<file path="src/hw/rtl/bsl_pkg.sv">
// shared constants, request and status codes, controller states and command and status structs
`timescale 1ns / 1ps
`default_nettype none

package bsl_pkg;

    localparam int DEPTH_DEF  = 16;
    localparam int DATA_W_DEF = 32;

    localparam int REQ_W       = 3;
    localparam int VALUE_W     = 32;
    localparam int POS_W       = 4;
    localparam int RDATA_W     = 32;
    localparam int STATUS_W    = 2;
    localparam int COUNT_W     = 5;
    localparam int S_TDATA_W   = 40;
    localparam int M_TDATA_W   = 40;

    localparam logic [REQ_W-1:0] REQ_INS_FRONT = 3'd0;
    localparam logic [REQ_W-1:0] REQ_INS_BACK  = 3'd1;
    localparam logic [REQ_W-1:0] REQ_REM_LAST  = 3'd2;
    localparam logic [REQ_W-1:0] REQ_REM_AT    = 3'd3;
    localparam logic [REQ_W-1:0] REQ_READ      = 3'd4;

    localparam logic [STATUS_W-1:0] STS_OK    = 2'd0;
    localparam logic [STATUS_W-1:0] STS_EMPTY = 2'd1;
    localparam logic [STATUS_W-1:0] STS_RANGE = 2'd2;
    localparam logic [STATUS_W-1:0] STS_FULL  = 2'd3;

    typedef enum logic [4:0] {
        ST_IDLE    = 5'b00001,
        ST_DECODE  = 5'b00010,
        ST_SHIFT   = 5'b00100,
        ST_RD_WAIT = 5'b01000,
        ST_DONE    = 5'b10000
    } state_t;

    typedef struct packed {
        logic load_req;
        logic decode;
        logic ins_front;
        logic ins_back;
        logic dec_count;
        logic shift_start;
        logic shift_step;
        logic rd_issue;
        logic rd_capture;
        logic finish;
    } bsl_cmd_t;

    typedef struct packed {
        logic [REQ_W-1:0] kind;
        logic             req_ok;
        logic             shift_needed;
        logic             shift_more;
    } bsl_sts_t;

endpackage

`default_nettype wire

</file>
<file path="src/hw/rtl/bounded_sequence_list.sv">
// top level of the bounded sequence list: stream ports, controller and datapath
//
//  channel | dir | tdata (low bit up)                          | tuser
//  s_      | in  | value[31:0], position[35:32], zero [39:36]  | req_type[2:0]
//  m_      | out | read_data[31:0], status[33:32],             | -
//          |     | count[38:34], empty_res[39]                 |
//
// insert and remove-last go from decode to done; read passes a read wait state between them
// remove-at-index adds a shift state when entries lie behind the removed position:
// one ring memory port pair moves one entry per cycle while the gap closes
// a new request is taken once the previous result sits in the output register
// aresetn is synchronous: the store is empty and the front pointer is zero
// a stalled result holds the output register; the next request runs to its done state
// and waits there
`timescale 1ns / 1ps
`default_nettype none

module bounded_sequence_list #(
    parameter int DEPTH  = bsl_pkg::DEPTH_DEF,
    parameter int DATA_W = bsl_pkg::DATA_W_DEF
) (
    input  wire                              aclk,
    input  wire                              aresetn,
    input  wire                              s_tvalid,
    output logic                             s_tready,
    input  wire [bsl_pkg::S_TDATA_W-1:0]     s_tdata,  // value, position, pad
    input  wire [bsl_pkg::REQ_W-1:0]         s_tuser,  // req_type
    output logic                             m_tvalid,
    input  wire                              m_tready,
    output logic [bsl_pkg::M_TDATA_W-1:0]    m_tdata   // read_data, status, count, empty_res
);

    bsl_pkg::bsl_cmd_t                cmd;
    bsl_pkg::bsl_sts_t                sts;
    logic signed [bsl_pkg::RDATA_W-1:0] read_data;
    logic [bsl_pkg::STATUS_W-1:0]     status;
    logic [bsl_pkg::COUNT_W-1:0]      count;
    logic                             empty_res;

    bsl_ctrl u_ctrl (
        .aclk     (aclk),
        .aresetn  (aresetn),
        .s_tvalid (s_tvalid),
        .s_tready (s_tready),
        .m_tvalid (m_tvalid),
        .m_tready (m_tready),
        .sts      (sts),
        .cmd      (cmd)
    );

    bsl_dp #(
        .DEPTH  (DEPTH),
        .DATA_W (DATA_W)
    ) u_dp (
        .aclk      (aclk),
        .aresetn   (aresetn),
        .cmd       (cmd),
        .sts       (sts),
        .req_type  (s_tuser),
        .value     (s_tdata[bsl_pkg::VALUE_W-1:0]),
        .position  (s_tdata[bsl_pkg::VALUE_W +: bsl_pkg::POS_W]),
        .read_data (read_data),
        .status    (status),
        .count     (count),
        .empty_res (empty_res)
    );

    assign m_tdata = {empty_res, count, status, read_data};

endmodule

`default_nettype wire

</file>
<file path="src/hw/rtl/bsl_ctrl.sv">
// controller state machine: sequences decode, shift, read and result hand-off
`timescale 1ns / 1ps
`default_nettype none

module bsl_ctrl (
    input  wire                 aclk,
    input  wire                 aresetn,
    input  wire                 s_tvalid,
    output logic                s_tready,
    output logic                m_tvalid,
    input  wire                 m_tready,
    input  bsl_pkg::bsl_sts_t   sts,
    output bsl_pkg::bsl_cmd_t   cmd
);

    bsl_pkg::state_t state_reg, state_next;
    logic            m_valid_reg, m_valid_next;
    logic            out_free;

    assign out_free = !m_valid_reg || m_tready;
    assign s_tready = (state_reg == bsl_pkg::ST_IDLE);
    assign m_tvalid = m_valid_reg;

    always_comb begin
        state_next = state_reg;
        cmd        = '0;
        case (state_reg)
            bsl_pkg::ST_IDLE: begin
                if (s_tvalid) begin
                    cmd.load_req = 1'b1;
                    state_next   = bsl_pkg::ST_DECODE;
                end
            end
            bsl_pkg::ST_DECODE: begin
                cmd.decode = 1'b1;
                state_next = bsl_pkg::ST_DONE;
                if (sts.req_ok) begin
                    case (sts.kind)
                        bsl_pkg::REQ_INS_FRONT: cmd.ins_front = 1'b1;
                        bsl_pkg::REQ_INS_BACK:  cmd.ins_back  = 1'b1;
                        bsl_pkg::REQ_REM_LAST:  cmd.dec_count = 1'b1;
                        bsl_pkg::REQ_REM_AT: begin
                            if (sts.shift_needed) begin
                                cmd.shift_start = 1'b1;
                                state_next      = bsl_pkg::ST_SHIFT;
                            end else begin
                                cmd.dec_count = 1'b1;
                            end
                        end
                        bsl_pkg::REQ_READ: begin
                            cmd.rd_issue = 1'b1;
                            state_next   = bsl_pkg::ST_RD_WAIT;
                        end
                        default: ;
                    endcase
                end
            end
            bsl_pkg::ST_SHIFT: begin
                cmd.shift_step = 1'b1;
                if (!sts.shift_more) begin
                    cmd.dec_count = 1'b1;
                    state_next    = bsl_pkg::ST_DONE;
                end
            end
            bsl_pkg::ST_RD_WAIT: begin
                cmd.rd_capture = 1'b1;
                state_next     = bsl_pkg::ST_DONE;
            end
            bsl_pkg::ST_DONE: begin
                if (out_free) begin
                    cmd.finish = 1'b1;
                    state_next = bsl_pkg::ST_IDLE;
                end
            end
            default: state_next = bsl_pkg::ST_IDLE;
        endcase
    end

    always_comb begin
        m_valid_next = m_valid_reg;
        if (cmd.finish) begin
            m_valid_next = 1'b1;
        end else if (m_tready) begin
            m_valid_next = 1'b0;
        end
    end

    always_ff @(posedge aclk) begin
        if (!aresetn) begin
            state_reg   <= bsl_pkg::ST_IDLE;
            m_valid_reg <= 1'b0;
        end else begin
            state_reg   <= state_next;
            m_valid_reg <= m_valid_next;
        end
    end

endmodule

`default_nettype wire

</file>
<file path="src/hw/rtl/bsl_dp.sv">
// datapath: entry ring memory, front pointer, count, shift index and result registers
`timescale 1ns / 1ps
`default_nettype none

module bsl_dp #(
    parameter int DEPTH  = bsl_pkg::DEPTH_DEF,
    parameter int DATA_W = bsl_pkg::DATA_W_DEF
) (
    input  wire                               aclk,
    input  wire                               aresetn,
    input  bsl_pkg::bsl_cmd_t                 cmd,
    output bsl_pkg::bsl_sts_t                 sts,
    input  wire [bsl_pkg::REQ_W-1:0]          req_type,
    input  wire signed [bsl_pkg::VALUE_W-1:0] value,
    input  wire [bsl_pkg::POS_W-1:0]          position,
    output logic signed [bsl_pkg::RDATA_W-1:0] read_data,
    output logic [bsl_pkg::STATUS_W-1:0]      status,
    output logic [bsl_pkg::COUNT_W-1:0]       count,
    output logic                              empty_res
);

    localparam int AW   = $clog2(DEPTH);
    localparam int CW   = $clog2(DEPTH + 1);
    localparam int IW   = CW + 1;
    localparam int SW   = IW + 1;
    localparam int CMPW = (CW > bsl_pkg::POS_W) ? CW : bsl_pkg::POS_W;
    localparam int XW   = (CW > bsl_pkg::COUNT_W) ? CW : bsl_pkg::COUNT_W;
    localparam int VW   = (DATA_W > bsl_pkg::VALUE_W) ? DATA_W : bsl_pkg::VALUE_W;

    logic [DATA_W-1:0] mem [DEPTH];
    logic [DATA_W-1:0] mem_q;

    logic [bsl_pkg::REQ_W-1:0]    req_type_reg;
    logic [DATA_W-1:0]            word_reg;
    logic [bsl_pkg::POS_W-1:0]    pos_reg;
    logic [bsl_pkg::STATUS_W-1:0] status_reg;
    logic [DATA_W-1:0]            rdata_reg;
    logic [CW-1:0]                k_reg, k_next;
    logic [CW-1:0]                count_reg, count_next;
    logic [AW-1:0]                fp_reg, fp_next;

    logic [bsl_pkg::RDATA_W-1:0]  rd_out_reg;
    logic [bsl_pkg::STATUS_W-1:0] status_out_reg;
    logic [bsl_pkg::COUNT_W-1:0]  count_out_reg;
    logic                         empty_out_reg;

    logic [VW-1:0]                value_x;
    logic [VW-1:0]                rdata_x;
    logic [XW-1:0]                count_x;
    logic [CMPW-1:0]              pos_cmp, cnt_cmp;
    logic [IW-1:0]                pos_i, k_i, cnt_i, rd_idx;
    logic [AW-1:0]                fp_dec, rd_addr, wr_addr;
    logic [DATA_W-1:0]            wr_data;
    logic                         we, re, full, store_empty;
    logic [bsl_pkg::STATUS_W-1:0] stat;

    function automatic logic [AW-1:0] slot_of(input logic [AW-1:0] base,
                                              input logic [IW-1:0] idx);
        logic [SW-1:0] sum;
        sum = SW'(base) + SW'(idx);
        if (sum >= SW'(DEPTH)) begin
            sum = sum - SW'(DEPTH);
        end
        return sum[AW-1:0];
    endfunction

    assign value_x     = VW'($unsigned(value));
    assign pos_cmp     = CMPW'(pos_reg);
    assign cnt_cmp     = CMPW'(count_reg);
    assign pos_i       = IW'(pos_cmp);
    assign k_i         = IW'(k_reg);
    assign cnt_i       = IW'(count_reg);
    assign full        = (count_reg == CW'(DEPTH));
    assign store_empty = (count_reg == '0);
    assign fp_dec      = (fp_reg == '0) ? AW'(DEPTH - 1) : fp_reg - AW'(1);

    always_comb begin
        case (req_type_reg)
            bsl_pkg::REQ_INS_FRONT,
            bsl_pkg::REQ_INS_BACK: stat = full ? bsl_pkg::STS_FULL : bsl_pkg::STS_OK;
            bsl_pkg::REQ_REM_LAST: stat = store_empty ? bsl_pkg::STS_EMPTY : bsl_pkg::STS_OK;
            bsl_pkg::REQ_REM_AT,
            bsl_pkg::REQ_READ: begin
                if (store_empty) begin
                    stat = bsl_pkg::STS_EMPTY;
                end else if (pos_cmp >= cnt_cmp) begin
                    stat = bsl_pkg::STS_RANGE;
                end else begin
                    stat = bsl_pkg::STS_OK;
                end
            end
            default: stat = bsl_pkg::STS_OK;
        endcase
    end

    assign sts.kind         = req_type_reg;
    assign sts.req_ok       = (stat == bsl_pkg::STS_OK);
    assign sts.shift_needed = (pos_i + IW'(1)) < cnt_i;
    assign sts.shift_more   = (k_i + IW'(2)) < cnt_i;

    // memory port addressing
    always_comb begin
        if (cmd.shift_start) begin
            rd_idx = pos_i + IW'(1);
        end else if (cmd.shift_step) begin
            rd_idx = k_i + IW'(2);
        end else begin
            rd_idx = pos_i;
        end
        rd_addr = slot_of(fp_reg, rd_idx);
        re      = cmd.shift_start || cmd.rd_issue || (cmd.shift_step && sts.shift_more);

        if (cmd.ins_front) begin
            wr_addr = fp_dec;
        end else if (cmd.ins_back) begin
            wr_addr = slot_of(fp_reg, cnt_i);
        end else begin
            wr_addr = slot_of(fp_reg, k_i);
        end
        wr_data = cmd.shift_step ? mem_q : word_reg;
        we      = cmd.ins_front || cmd.ins_back || cmd.shift_step;
    end

    always_ff @(posedge aclk) begin
        if (we) begin
            mem[wr_addr] <= wr_data;
        end
    end

    always_ff @(posedge aclk) begin
        if (re) begin
            mem_q <= mem[rd_addr];
        end
    end

    always_comb begin
        count_next = count_reg;
        fp_next    = fp_reg;
        k_next     = k_reg;
        if (cmd.ins_front) begin
            fp_next    = fp_dec;
            count_next = count_reg + CW'(1);
        end
        if (cmd.ins_back) begin
            count_next = count_reg + CW'(1);
        end
        if (cmd.dec_count) begin
            count_next = count_reg - CW'(1);
        end
        if (cmd.shift_start) begin
            k_next = pos_i[CW-1:0];
        end
        if (cmd.shift_step) begin
            k_next = k_reg + CW'(1);
        end
        // an emptied store restarts at slot zero
        if (cmd.finish && store_empty) begin
            fp_next = '0;
        end
    end

    always_ff @(posedge aclk) begin
        if (!aresetn) begin
            count_reg <= '0;
            fp_reg    <= '0;
        end else begin
            count_reg <= count_next;
            fp_reg    <= fp_next;
        end
    end

    always_ff @(posedge aclk) begin
        k_reg <= k_next;
        if (cmd.load_req) begin
            req_type_reg <= req_type;
            word_reg     <= value_x[DATA_W-1:0];
            pos_reg      <= position;
        end
        if (cmd.decode) begin
            status_reg <= stat;
            rdata_reg  <= '0;
        end
        if (cmd.rd_capture) begin
            rdata_reg <= mem_q;
        end
    end

    assign rdata_x = VW'(rdata_reg);
    assign count_x = XW'(count_reg);

    always_ff @(posedge aclk) begin
        if (cmd.finish) begin
            rd_out_reg     <= rdata_x[bsl_pkg::RDATA_W-1:0];
            status_out_reg <= status_reg;
            count_out_reg  <= count_x[bsl_pkg::COUNT_W-1:0];
            empty_out_reg  <= store_empty;
        end
    end

    assign read_data = rd_out_reg;
    assign status    = status_out_reg;
    assign count     = count_out_reg;
    assign empty_res = empty_out_reg;

endmodule

`default_nettype wire

</file>
<file path="config.mk">
export PLATFORM = sky130hd
export DESIGN_NAME = bounded_sequence_list
export DESIGN_NICKNAME = d
export VERILOG_FILES = /design/src/hw/rtl/bsl_pkg.sv /design/src/hw/rtl/bounded_sequence_list.sv /design/src/hw/rtl/bsl_ctrl.sv /design/src/hw/rtl/bsl_dp.sv
export SDC_FILE = /design/constraint.sdc
export NUM_CORES = 1
export LEC_CHECK = 0
export ABC_CLOCK_PERIOD_IN_PS = 14300
export BUFFER_PORTS_ARGS = -buffer_cell sky130_fd_sc_hd__buf_2
export CORE_MARGIN = 2
export CORE_UTILIZATION = 35
export CTS_BUF_LIST = sky130_fd_sc_hd__clkbuf_4 sky130_fd_sc_hd__clkbuf_8
export CTS_CLUSTER_SIZE = 20
export DETAILED_ROUTE_END_ITERATION = 6
export PLACE_DENSITY = 0.57
export SYNTH_ARGS = -nofsm -noshare
export SYNTH_HDL_FRONTEND = slang
export SYNTH_SLANG_ARGS = --single-unit
</file>
<file path="constraint.sdc">
create_clock -name aclk -period 14.3 [get_ports aclk]
set_input_delay 0.715 -clock aclk [delete_from_list [all_inputs] [get_ports aclk]]
set_output_delay 0.715 -clock aclk [all_outputs]
set_load 0.05 [all_outputs]
</file>
==> results of run 1 <==
cell usage after synthesis (2+ instances only):
cell type,number
a211oi_1,4
a21o_1,8
a21oi_1,15
a31oi_1,2
and2_1,4
and3_1,34
buf_1,13
buf_2,4
buf_6,3
clkbuf_1,36
dfxtp_1,15
edfxtp_1,662
fa_1,3
ha_1,27
inv_1,16
mux2_2,2
mux2i_1,101
mux4_2,128
nand2_1,125
nand2b_1,5
nand3_1,11
nor2_1,30
nor2b_1,5
nor3_1,3
nor3b_1,2
o211ai_1,2
o21a_1,2
o21ai_0,8
o21ai_1,5
o21bai_1,2
o22ai_1,16
o2bb2ai_1,2
o31ai_1,3
or2_2,4
or3b_1,2
xnor2_1,9
xor2_1,9
logic make-up (layout without fill, tap and decap cells):
kind of cell	after synthesis	after routing	share of synthesized area (%)
flip-flops	677	677	75.7
AND/OR/NAND/NOR	233	233	4.10
multiplexers	231	231	14.7
AO/OA/AOI/OAI	78	78	2.13
buffers and inverters	73	329	1.15
adder cells (fa/ha/maj)	30	30	1.49
XOR/XNOR	19	19	0.695
other	0	1	0
final cells by class:
cell class	instances	area [um2]	share of cell area (%)
clock inverters	42	279	0.907
multi-input cells	591	6450	21.0
flip-flops and latches	677	20200	65.6
clock buffers	157	1910	6.21
well taps	978	1220	3.98
diodes	1	2.50	0.00813
inverters	16	60.1	0.195
repair buffers	114	658	2.14
worst max-delay path, delay by kind of cell (launching register included):
| family | cells | cell delay, ns |
|---|---|---|
| compound gates | 4 | 0.85 |
| fa+ha+maj | 4 | 1.58 |
| buf+inv | 3 | 1.71 |
| flops | 1 | 0.51 |
| mux | 3 | 0.71 |
| simple gates | 3 | 0.53 |
metrics by stage:
stage          std cells  hold slack [ns]
2_1_floorplan       1341            0.400
3_3_place_gp        2376            0.407
3_5_place_dp        2376            0.405
4_1_cts             2575           0.0967
5_1_grt             2576            0.116
6_report            2576            0.172
path summary, 6_finish.rpt:
path	to	slack, ns	start	depth (start not counted)
setup reg to reg	u_dp.mem_q[10]	8.05	u_dp.pos_reg[0]	17
hold reg to reg	u_dp.read_data[12]	0.42	u_dp.rdata_reg[12]	0
setup / recovery	u_dp.mem_q[10]	8.05	u_dp.pos_reg[0]	17
hold / removal	u_dp.pos_reg[0]	0.17	s_tdata[32]	1
power by group through the flow:
stage          clock network [mW]  registers, mW  logic (mW)
2_1_floorplan                   0           2.24       0.143
3_3_place_gp                    0           2.25       0.194
3_5_place_dp                    0           2.25       0.199
4_1_cts                      1.72           2.21       0.200
5_1_grt                      1.80           2.21       0.214
6_report                     1.66           2.21       0.194
per-layer routing:
metal / share of wire (%) / vias up
li1: - / 5782
met1: 45 / 6867
met2: 48 / 290
met3: 4.7 / 97
met4: 1.9 / 0
met5: 0 / -
==> impl_results.md, run 1 <==
* Vias in the first global route at 13700
* GRT Total Usage at 15.5%
* Final WL at 60000 um
* Top cell type's share of synthesized area at 74.6%
* I/O pins at 89
* Final setup viols at 0
* Routed via count at 13000
* Port Buffers at 84
* Highest-count cells in the layout ignoring fill and taps: edfxtp_1 (662), mux4_2 (128), nand2_1 (124)
* Worst EP arrival at 6.66 ns
* Worst-path cell chain: ha_1 > ha_1 > nor2b_1 > o2111ai_1 > nand4b_1 > a211o_4 > nor2_1 > a21oi_1 > o21ai_1 > ha_4 > inv_1 > fa_4 > buf_4 > buf_4 > mux4_2 > mux2i_1 > mux2i_1
* Max reg flops at 512
* Die H at 280 um
* Syn Nets at 1418
* CP endpoint kind: flop
* Post-synth top area cell: edfxtp_1
* Post-CTS Resized at 0
* Power density over the cells at 132 mW/mm2
* Initial Utilization at 35.2%
* Seq/Total Area, Yosys at 75.7%
* Clock skew at 0.0401 ns
* Synthesis-to-finish area growth at 15.5%
* Die X at 280 um
* Wire per inst at 23.3 um
* CTS HTree Levels at 3
* Worst-Skew Late Latency at 0.72 ns
* Avg Cell Area, Syn at 19.9 um2
* Met1 usage at 21.2%
* Gpl congestion at 0.750
* Core footprint at 0.0757 mm2
* Largest net degree at the start of global routing at 98
* Slew Limit Headroom at 17.3%
* Final slew viol count at 0
* Ranking of synthesized cells by area: edfxtp_1 (75%), mux4_2 (11%), mux2i_1 (3.8%)
* Hold Crit Class: input pin to flop
* Largest fanout on the critical path at 71
* Clock share of power at 40.9%
* DR pass1 iterations at 4
* Detailed Place HPWL at 30000 um
* Fmax at 0.160 GHz
* Number of synthesized flops with an enable pin at 662
* DRC viols at 0
* Core Util, Final at 40.6%
* Die area at 0.0783 mm2
* Fin crit period at 6.25 ns
* Clock Pin Slew Worst Setup and Hold Paths at 0.06 ns
* Setup CP Type: flop to flop
* Share of cells above drive strength 1 at 28.7%
* CTS tree: yes
* Met3 Resource Use GR at 3.00%
* Worst vdd ir at 66.2 uV
* Slew at the pin closest to its max-slew limit at 1.23 ns
* DR vias/cell at 5.06
* Crit share post-route at 43.7%
* Row cnt at 101
* CTS buffer count at 111
* Layout Nets at 1588
* Finished Cell Area at 0.0308 mm2
* P_int at 3.19 mW
* Combinational share of power at 4.8%
* Final ANT Viol Nets at 0
* Met2 Usage GRT at 25.2%
* Setup repair bufs after CTS at 0
* Register bit count reported by yosys at 677
* Sequential power share at 54.3%
* Most flops, register: u_dp.mem
* Clk root buf: clkbuf_8
* GRT busiest layer: met2
* Crit path launch type: flop
* Distinct cells, synth at 56
* Crit path largest cell delay at 0.85 ns
* Synth Instances at 1341
* Initial DRC Count at 953
* Ys flop type: edfxtp_1
* Commonest non-fill, non-tap cell in the layout: edfxtp_1
* P_sw at 0.873 mW
* Maximum Capacitance Violations at 0
* Clock sink count at 677
* Initial antenna violation count at 3
* Final Power at 4.06 mW
* Post-CTS Hold Fix Bufs at 0
* Static Leak at 10.4 nW
* Required time of the critical path at 14.71 ns
* Longest Clk Path Bufs at 3
* Setup TNS at 0 ns
* DP Worst Slack at 7.97 ns
* CP max-delay cell: buf_4
* Placed Instance Area at 0.0286 mm2
* Synth async-reset ratio at 0%
* Fin. Hold Viols at 0
* Synth Warn # at 0
* Total congestion overflow at 0
* PnR worst setup slack at 8.05 ns
* Status: completed
* First-pass GRT wire length at 88200 um
* Post-Synthesis Cell Area at 0.0266 mm2
* Switching Fraction at 21.5%
* FILL cells at 6706
* RSZ-0062 raised after global routing: no
No activity file was read; power rests on OpenSTA's default activity.
==> run 2: changes to the inputs <==
--- a/config.mk
+++ b/config.mk
@@ -5,7 +5,7 @@
 export SDC_FILE = /design/constraint.sdc
 export NUM_CORES = 1
 export LEC_CHECK = 0
-export ABC_CLOCK_PERIOD_IN_PS = 14300
+export ABC_CLOCK_PERIOD_IN_PS = 5800
 export BUFFER_PORTS_ARGS = -buffer_cell sky130_fd_sc_hd__buf_2
 export CORE_MARGIN = 2
 export CORE_UTILIZATION = 35
==> constraint.sdc (replaced) <==
create_clock -name aclk -period 5.8 [get_ports aclk]
set_input_delay 0.29 -clock aclk [delete_from_list [all_inputs] [get_ports aclk]]
set_output_delay 0.29 -clock aclk [all_outputs]
set_load 0.05 [all_outputs]
==> impl_results.md, run 2 (synthesis gave the netlist of run 1 again) <==
* Synthesis-to-finish area growth at 17.7%
* Port Buffers at 84 (unchanged)
* Final Power at 9.98 mW (+150%)
* Crit path launch type: flop
* Placed Instance Area at 0.0288 mm2 (+0.67%)
* Status: completed
* Share of cells above drive strength 1 at 27.8% (-0.86 points)
* Fin. Hold Viols at 0 (unchanged)
* DRC viols at 0 (unchanged)
* Setup repair bufs after CTS at 0 (unchanged)
* I/O pins at 89 (unchanged)
* Setup CP Type: flop to flop
* Vias in the first global route at 13700 (+0.41%)
* Post-placement cell count at 2383 (+0.29%)
* Worst setup startpoint: u_dp.req_type_reg[1]
* Longest Clk Path Bufs at 3 (unchanged)
* Largest fanout on the critical path at 12 (-83%)
* R2R Path Start: u_dp.req_type_reg[1]
* Reg area at 0.0202 mm2 (unchanged)
* Static Leak at 10.6 nW (+2.3%)
* Slew at the pin closest to its max-slew limit at 1.32 ns (+0.0935 ns)
* Commonest non-fill, non-tap cell in the layout: edfxtp_1
* P_int at 7.80 mW (+140%)
* Detailed Place HPWL at 31300 um (+4.6%)
* Clk root buf: clkbuf_8
* GRT Total Usage at 15.3% (-0.17 points)
* Clock skew at 0.0439 ns (+0.00381 ns)
* Final setup viols at 0 (unchanged)
* Crit share post-route at 86.9% (+43 points)
* Worst vdd ir at 170 uV (+160%)
* Layout Nets at 1636 (+3.0%)
* Post-CTS Hold Fix Bufs at 43 (+43)
* Sequential power share at 54.5% (+0.2 points)
* Setup TNS at 0 ns (unchanged)
* P_sw at 2.18 mW (+150%)
* Clock Pin Slew Worst Setup and Hold Paths at 0.06 ns (about the same)
* Power density over the cells at 318 mW/mm2 (+140%)
* Hold Crit Class: input pin to flop
* DP Worst Slack at 0.801 ns (-7.17 ns)
* Die X at 280 um (unchanged)
* Routed via count at 13200 (+1.6%)
* Initial antenna violation count at 4 (+1)
* Initial DRC Count at 990 (+3.9%)
* Fin crit period at 5.04 ns (-1.22 ns)
* Area of the multi-input gates at 0.00645 mm2 (unchanged)
* Finished Layout Cells at 2631 (+2.1%)
* Worst EP arrival at 5.46 ns (-1.20 ns)
* Core Util, Final at 41.4% (+0.78 points)
* FILL cells at 6641 (-0.97%)
* Slew Limit Headroom at 11.0% (-6.3 points)
* Switching Fraction at 21.8% (+0.38 points)
* Highest-count cells in the layout ignoring fill and taps: edfxtp_1 (662), mux4_2 (128), nand2_1 (124)
* Largest net degree at the start of global routing at 65 (-34%)
* Core footprint at 0.0757 mm2 (unchanged)
* First-pass GRT wire length at 87900 um (-0.36%)
* CP endpoint kind: flop
* Wire per inst at 22.5 um (-3.6%)
* Maximum Capacitance Violations at 0 (unchanged)
* Final ANT Viol Nets at 0 (unchanged)
* CTS tree: yes
* RSZ-0062 raised after global routing: no
* Row cnt at 101 (unchanged)
* Die area at 0.0783 mm2 (unchanged)
* Fmax at 0.198 GHz (+24%)
* Worst-Skew Late Latency at 0.71 ns (about the same)
* CTS HTree Levels at 3 (unchanged)
* Min Hold Slack at 0.289 ns (+0.118 ns)
* CTS buffer count at 109 (-1.8%)
* Final WL at 59100 um (-1.5%)
* Gpl congestion at 0.774 (+3.1%)
* Post-CTS Resized at 0 (unchanged)
* DR pass1 iterations at 7 (+3)
* Clock share of power at 40.3% (-0.6 points)
* DR vias/cell at 5.03 (-0.54%)
* PnR worst setup slack at 0.762 ns (-7.28 ns)
* Hold Path Origin: s_tdata[20]
* Max reg flops at 512 (unchanged)
* Most flops, register: u_dp.mem
* Combinational share of power at 5.2% (+0.4 points)
* Required time of the critical path at 6.22 ns (-8.49 ns)
* Final slew viol count at 0 (unchanged)
* Total congestion overflow at 0 (unchanged)
* Initial Utilization at 35.2% (unchanged)
* Die H at 280 um (unchanged)
* Clock sink count at 677 (unchanged)
* Finished Cell Area at 0.0314 mm2 (+1.9%)
[run 2: final timing paths]
| check | to | slack [ns] | depth (start not counted) |
|---|---|---|---|
| min reg2reg | u_dp.read_data[2] | 0.41 | 0 |
| max | u_dp.mem[9][20] | 0.76 | 9 |
| min | u_dp.word_reg[20] | 0.29 | 2 |
| max reg2reg | u_dp.mem[9][20] | 0.76 | 9 |
[run 2: power by group through the flow]
| stage | clock [mW] | combinational, mW | sequential (mW) |
|---|---|---|---|
| 6_report | 4.03 | 0.516 | 5.44 |
| 5_1_grt | 4.38 | 0.565 | 5.44 |
| 4_1_cts | 4.16 | 0.528 | 5.44 |
| 3_5_place_dp | 0 | 0.504 | 5.54 |
| 3_3_place_gp | 0 | 0.493 | 5.54 |
| 2_1_floorplan | 0 | 0.352 | 5.53 |
[run 2: final cells by class]
class	instances	area share, %
clock inverters	64	1.33
multi-input cells	591	20.6
repair buffers	164	4.08
flip-flops and latches	677	64.4
inverters	16	0.192
clock buffers	138	5.54
well taps	978	3.90
diodes	3	0.0239
[run 2: routing by layer]
layer  GRT usage, %  vias to the layer above  wire length, um
met3           2.99                      104             3560
met2           25.2                      402            28800
met5              0                        -                0
li1               -                     5889                -
met1           20.5                     6848            25500
met4           4.84                        0             1250
[run 2: critical path: stages, from the launching register on]
cell	delay, ns
edfxtp_1	0.54
or3b_1	0.47
a2111oi_4	0.54
mux2_2	0.42
ha_1	0.23
fa_1	0.61
nor2_1	0.07
o21ai_0	1.01
o22ai_4	0.46
buf_4	0.37
==> run 3: changes to the inputs <==
--- a/config.mk
+++ b/config.mk
@@ -6,13 +6,13 @@
 export NUM_CORES = 1
 export LEC_CHECK = 0
 export ABC_CLOCK_PERIOD_IN_PS = 5800
-export BUFFER_PORTS_ARGS = -buffer_cell sky130_fd_sc_hd__buf_2
-export CORE_MARGIN = 2
-export CORE_UTILIZATION = 35
+export BUFFER_PORTS_ARGS = -buffer_cell sky130_fd_sc_hd__buf_4
+export CORE_MARGIN = 3
+export CORE_UTILIZATION = 50
 export CTS_BUF_LIST = sky130_fd_sc_hd__clkbuf_4 sky130_fd_sc_hd__clkbuf_8
 export CTS_CLUSTER_SIZE = 20
 export DETAILED_ROUTE_END_ITERATION = 6
-export PLACE_DENSITY = 0.57
+export PLACE_DENSITY = 0.73
 export SYNTH_ARGS = -nofsm -noshare
 export SYNTH_HDL_FRONTEND = slang
 export SYNTH_SLANG_ARGS = --single-unit
==> impl_results.md, run 3 (synthesis gave the netlist of run 1 again) <==
* Status: completed
* Detailed Place HPWL at 28900 um (-7.9%)
* Gpl congestion at 0.762 (-1.6%)
* Highest-count cells in the layout ignoring fill and taps: edfxtp_1 (662), mux4_2 (128), nand2_1 (124)
* Share of cells above drive strength 1 at 27.7% (-0.16 points)
* GRT Total Usage at 19.6% (+4.3 points)
* Setup TNS at 0 ns (unchanged)
* Most flops, register: u_dp.mem
* Commonest non-fill, non-tap cell in the layout: edfxtp_1
* Slew at the pin closest to its max-slew limit at 1.29 ns (-0.0333 ns)
* CTS buffer count at 103 (-5.5%)
* R2R Path Start: u_dp.pos_reg[0]
* Initial DRC Count at 1133 (+14%)
* Min Hold Slack at 0.307 ns (+0.0182 ns)
* Die H at 237 um (-15%)
* Largest net degree at the start of global routing at 86 (+32%)
* Final slew viol count at 0 (unchanged)
* Hold path depth at 2 (unchanged)
* Worst EP arrival at 5.54 ns (+0.08 ns)
* Die X at 237 um (-15%)
* Crit share post-route at 86.6% (-0.25 points)
* DR vias/cell at 5.72 (+14%)
* Row cnt at 83 (-18%)
* Post-placement cell count at 2086 (-12%)
* Final Power at 9.72 mW (-2.6%)
* Finished Layout Cells at 2314 (-12%)
* Post-CTS Resized at 0 (unchanged)
* Synthesis-to-finish area growth at 16.2%
* Slew Limit Headroom at 13.3% (+2.2 points)
* Placed Instance Area at 0.0285 mm2 (-0.77%)
* CP endpoint kind: flop
* Clock Pin Slew Worst Setup and Hold Paths at 0.06 ns (about the same)
* Wire per inst at 23.7 um (+5.3%)
* Maximum Capacitance Violations at 0 (unchanged)
* DP Worst Slack at 0.749 ns (-0.0519 ns)
* Max reg flops at 512 (unchanged)
* Port Buffers at 84 (unchanged)
* CTS tree: yes
* Hold Path Origin: s_tdata[5]
* Setup CP Type: flop to flop
* Final setup viols at 0 (unchanged)
* Clock skew at 0.0319 ns (-0.0120 ns)
* Longest Clk Path Bufs at 3 (unchanged)
* PnR worst setup slack at 0.777 ns (+0.0148 ns)
* I/O pins at 89 (unchanged)
* Core footprint at 0.0520 mm2 (-31%)
* Die area at 0.0561 mm2 (-28%)
* Hold EP: u_dp.word_reg[5]
* Initial Utilization at 51.2% (+16 points)
* Routed via count at 13200 (-0.030%)
* Initial antenna violation count at 0 (-4)
* Final ANT Viol Nets at 0 (unchanged)
* Clock sink count at 677 (unchanged)
* Vias in the first global route at 13600 (-0.95%)
* Fin. Hold Viols at 0 (unchanged)
* Largest fanout on the critical path at 17 (+5)
* Worst vdd ir at 193 uV (+13%)
* DR pass1 iterations at 5 (-2)
* DRC viols at 0 (unchanged)
* Hold Crit Class: input pin to flop
* R2r setup slk at 0.78 ns (about the same)
* Power density over the cells at 314 mW/mm2 (-1.3%)
* Antenna diodes at 0 (-3)
* Worst R2R End: u_dp.mem_q[9]
* Layout Nets at 1631 (-0.31%)
* R2R depth at 15 (+6)
* Total congestion overflow at 0 (unchanged)
* Static Leak at 10.6 nW (-0.33%)
* Crit path launch type: flop
* Finished Cell Area at 0.0310 mm2 (-1.2%)
* Final WL at 54700 um (-7.4%)
* CTS HTree Levels at 3 (unchanged)
* Core Util, Final at 59.5% (+18 points)
* RSZ-0062 raised after global routing: no
* First-pass GRT wire length at 82300 um (-6.4%)
* Fin crit period at 5.02 ns (-0.0148 ns)
* Fmax at 0.199 GHz (+0.29%)
* Clk root buf: clkbuf_8
* Required time of the critical path at 6.32 ns (+0.10 ns)
* Worst-Skew Late Latency at 0.70 ns (about the same)
## run 3: cell types whose count changed in the layout (fill, tap and decap cells not counted), sizes merged
cell,previous run,this run
bufinv,4,3
clkbuf,138,137
clkinvlp,2,1
inv,18,22
buf,121,122
clkinv,56,38
diode,3,0
## run 3: worst max path at each step
stage	slack [ns]	startpoint	endpoint	cells after the start
final	0.78	u_dp.pos_reg[0]	u_dp.mem_q[9]	15
after global routing	0.45	u_dp.pos_reg[0]	u_dp.mem_q[9]	15
after CTS	0.73	u_dp.pos_reg[3]	u_dp.mem_q[9]	15
after detailed placement	0.75	u_dp.pos_reg[0]	u_dp.mem_q[9]	16
after global placement	0.83	u_dp.pos_reg[0]	u_dp.mem_q[30]	15
after floorplan	0.75	u_dp.req_type_reg[1]	u_dp.mem[8][0]	9
## run 3: worst max-delay path: stages, from the launching register on
cell and delay (ns):
edfxtp_1 0.47, ha_1 0.36, ha_1 0.27, nor2b_1 0.12
o2111ai_1 0.18, nand4b_1 0.32, a211o_4 0.46, nand2_1 0.23
o21ai_1 0.14, ha_4 0.18, a21o_1 0.14, a21oi_1 0.20
xnor2_1 0.18, xnor2_4 0.95, buf_4 0.41, mux2i_1 0.25
## run 3: what timing repair did
action / CTS / global route
setup buffers: 0 / 0
hold buffers: 43 / 0
hold endpoints to repair: 48 / 0
## run 3: layout make-up
class,count,area [um2]
repair buffers,165,1430
well taps,680,851
clock buffers,137,1670
flip-flops and latches,677,20200
fillers,3672,21100
multi-input cells,591,6450
inverters,16,60.1
clock inverters,48,322
## run 3: metal layers
metal / global-route usage, % / wire length, um
met4: 5.83 / 834
met3: 3.61 / 3650
met2: 31.6 / 26800
met5: 0 / 0
met1: 27.8 / 23400
## run 3: report_power, final
part | total, mW | switching, mW | internal, mW
registers | 5.44 | 0.0169 | 5.42
logic | 0.510 | 0.278 | 0.232
clock network | 3.78 | 1.76 | 2.02
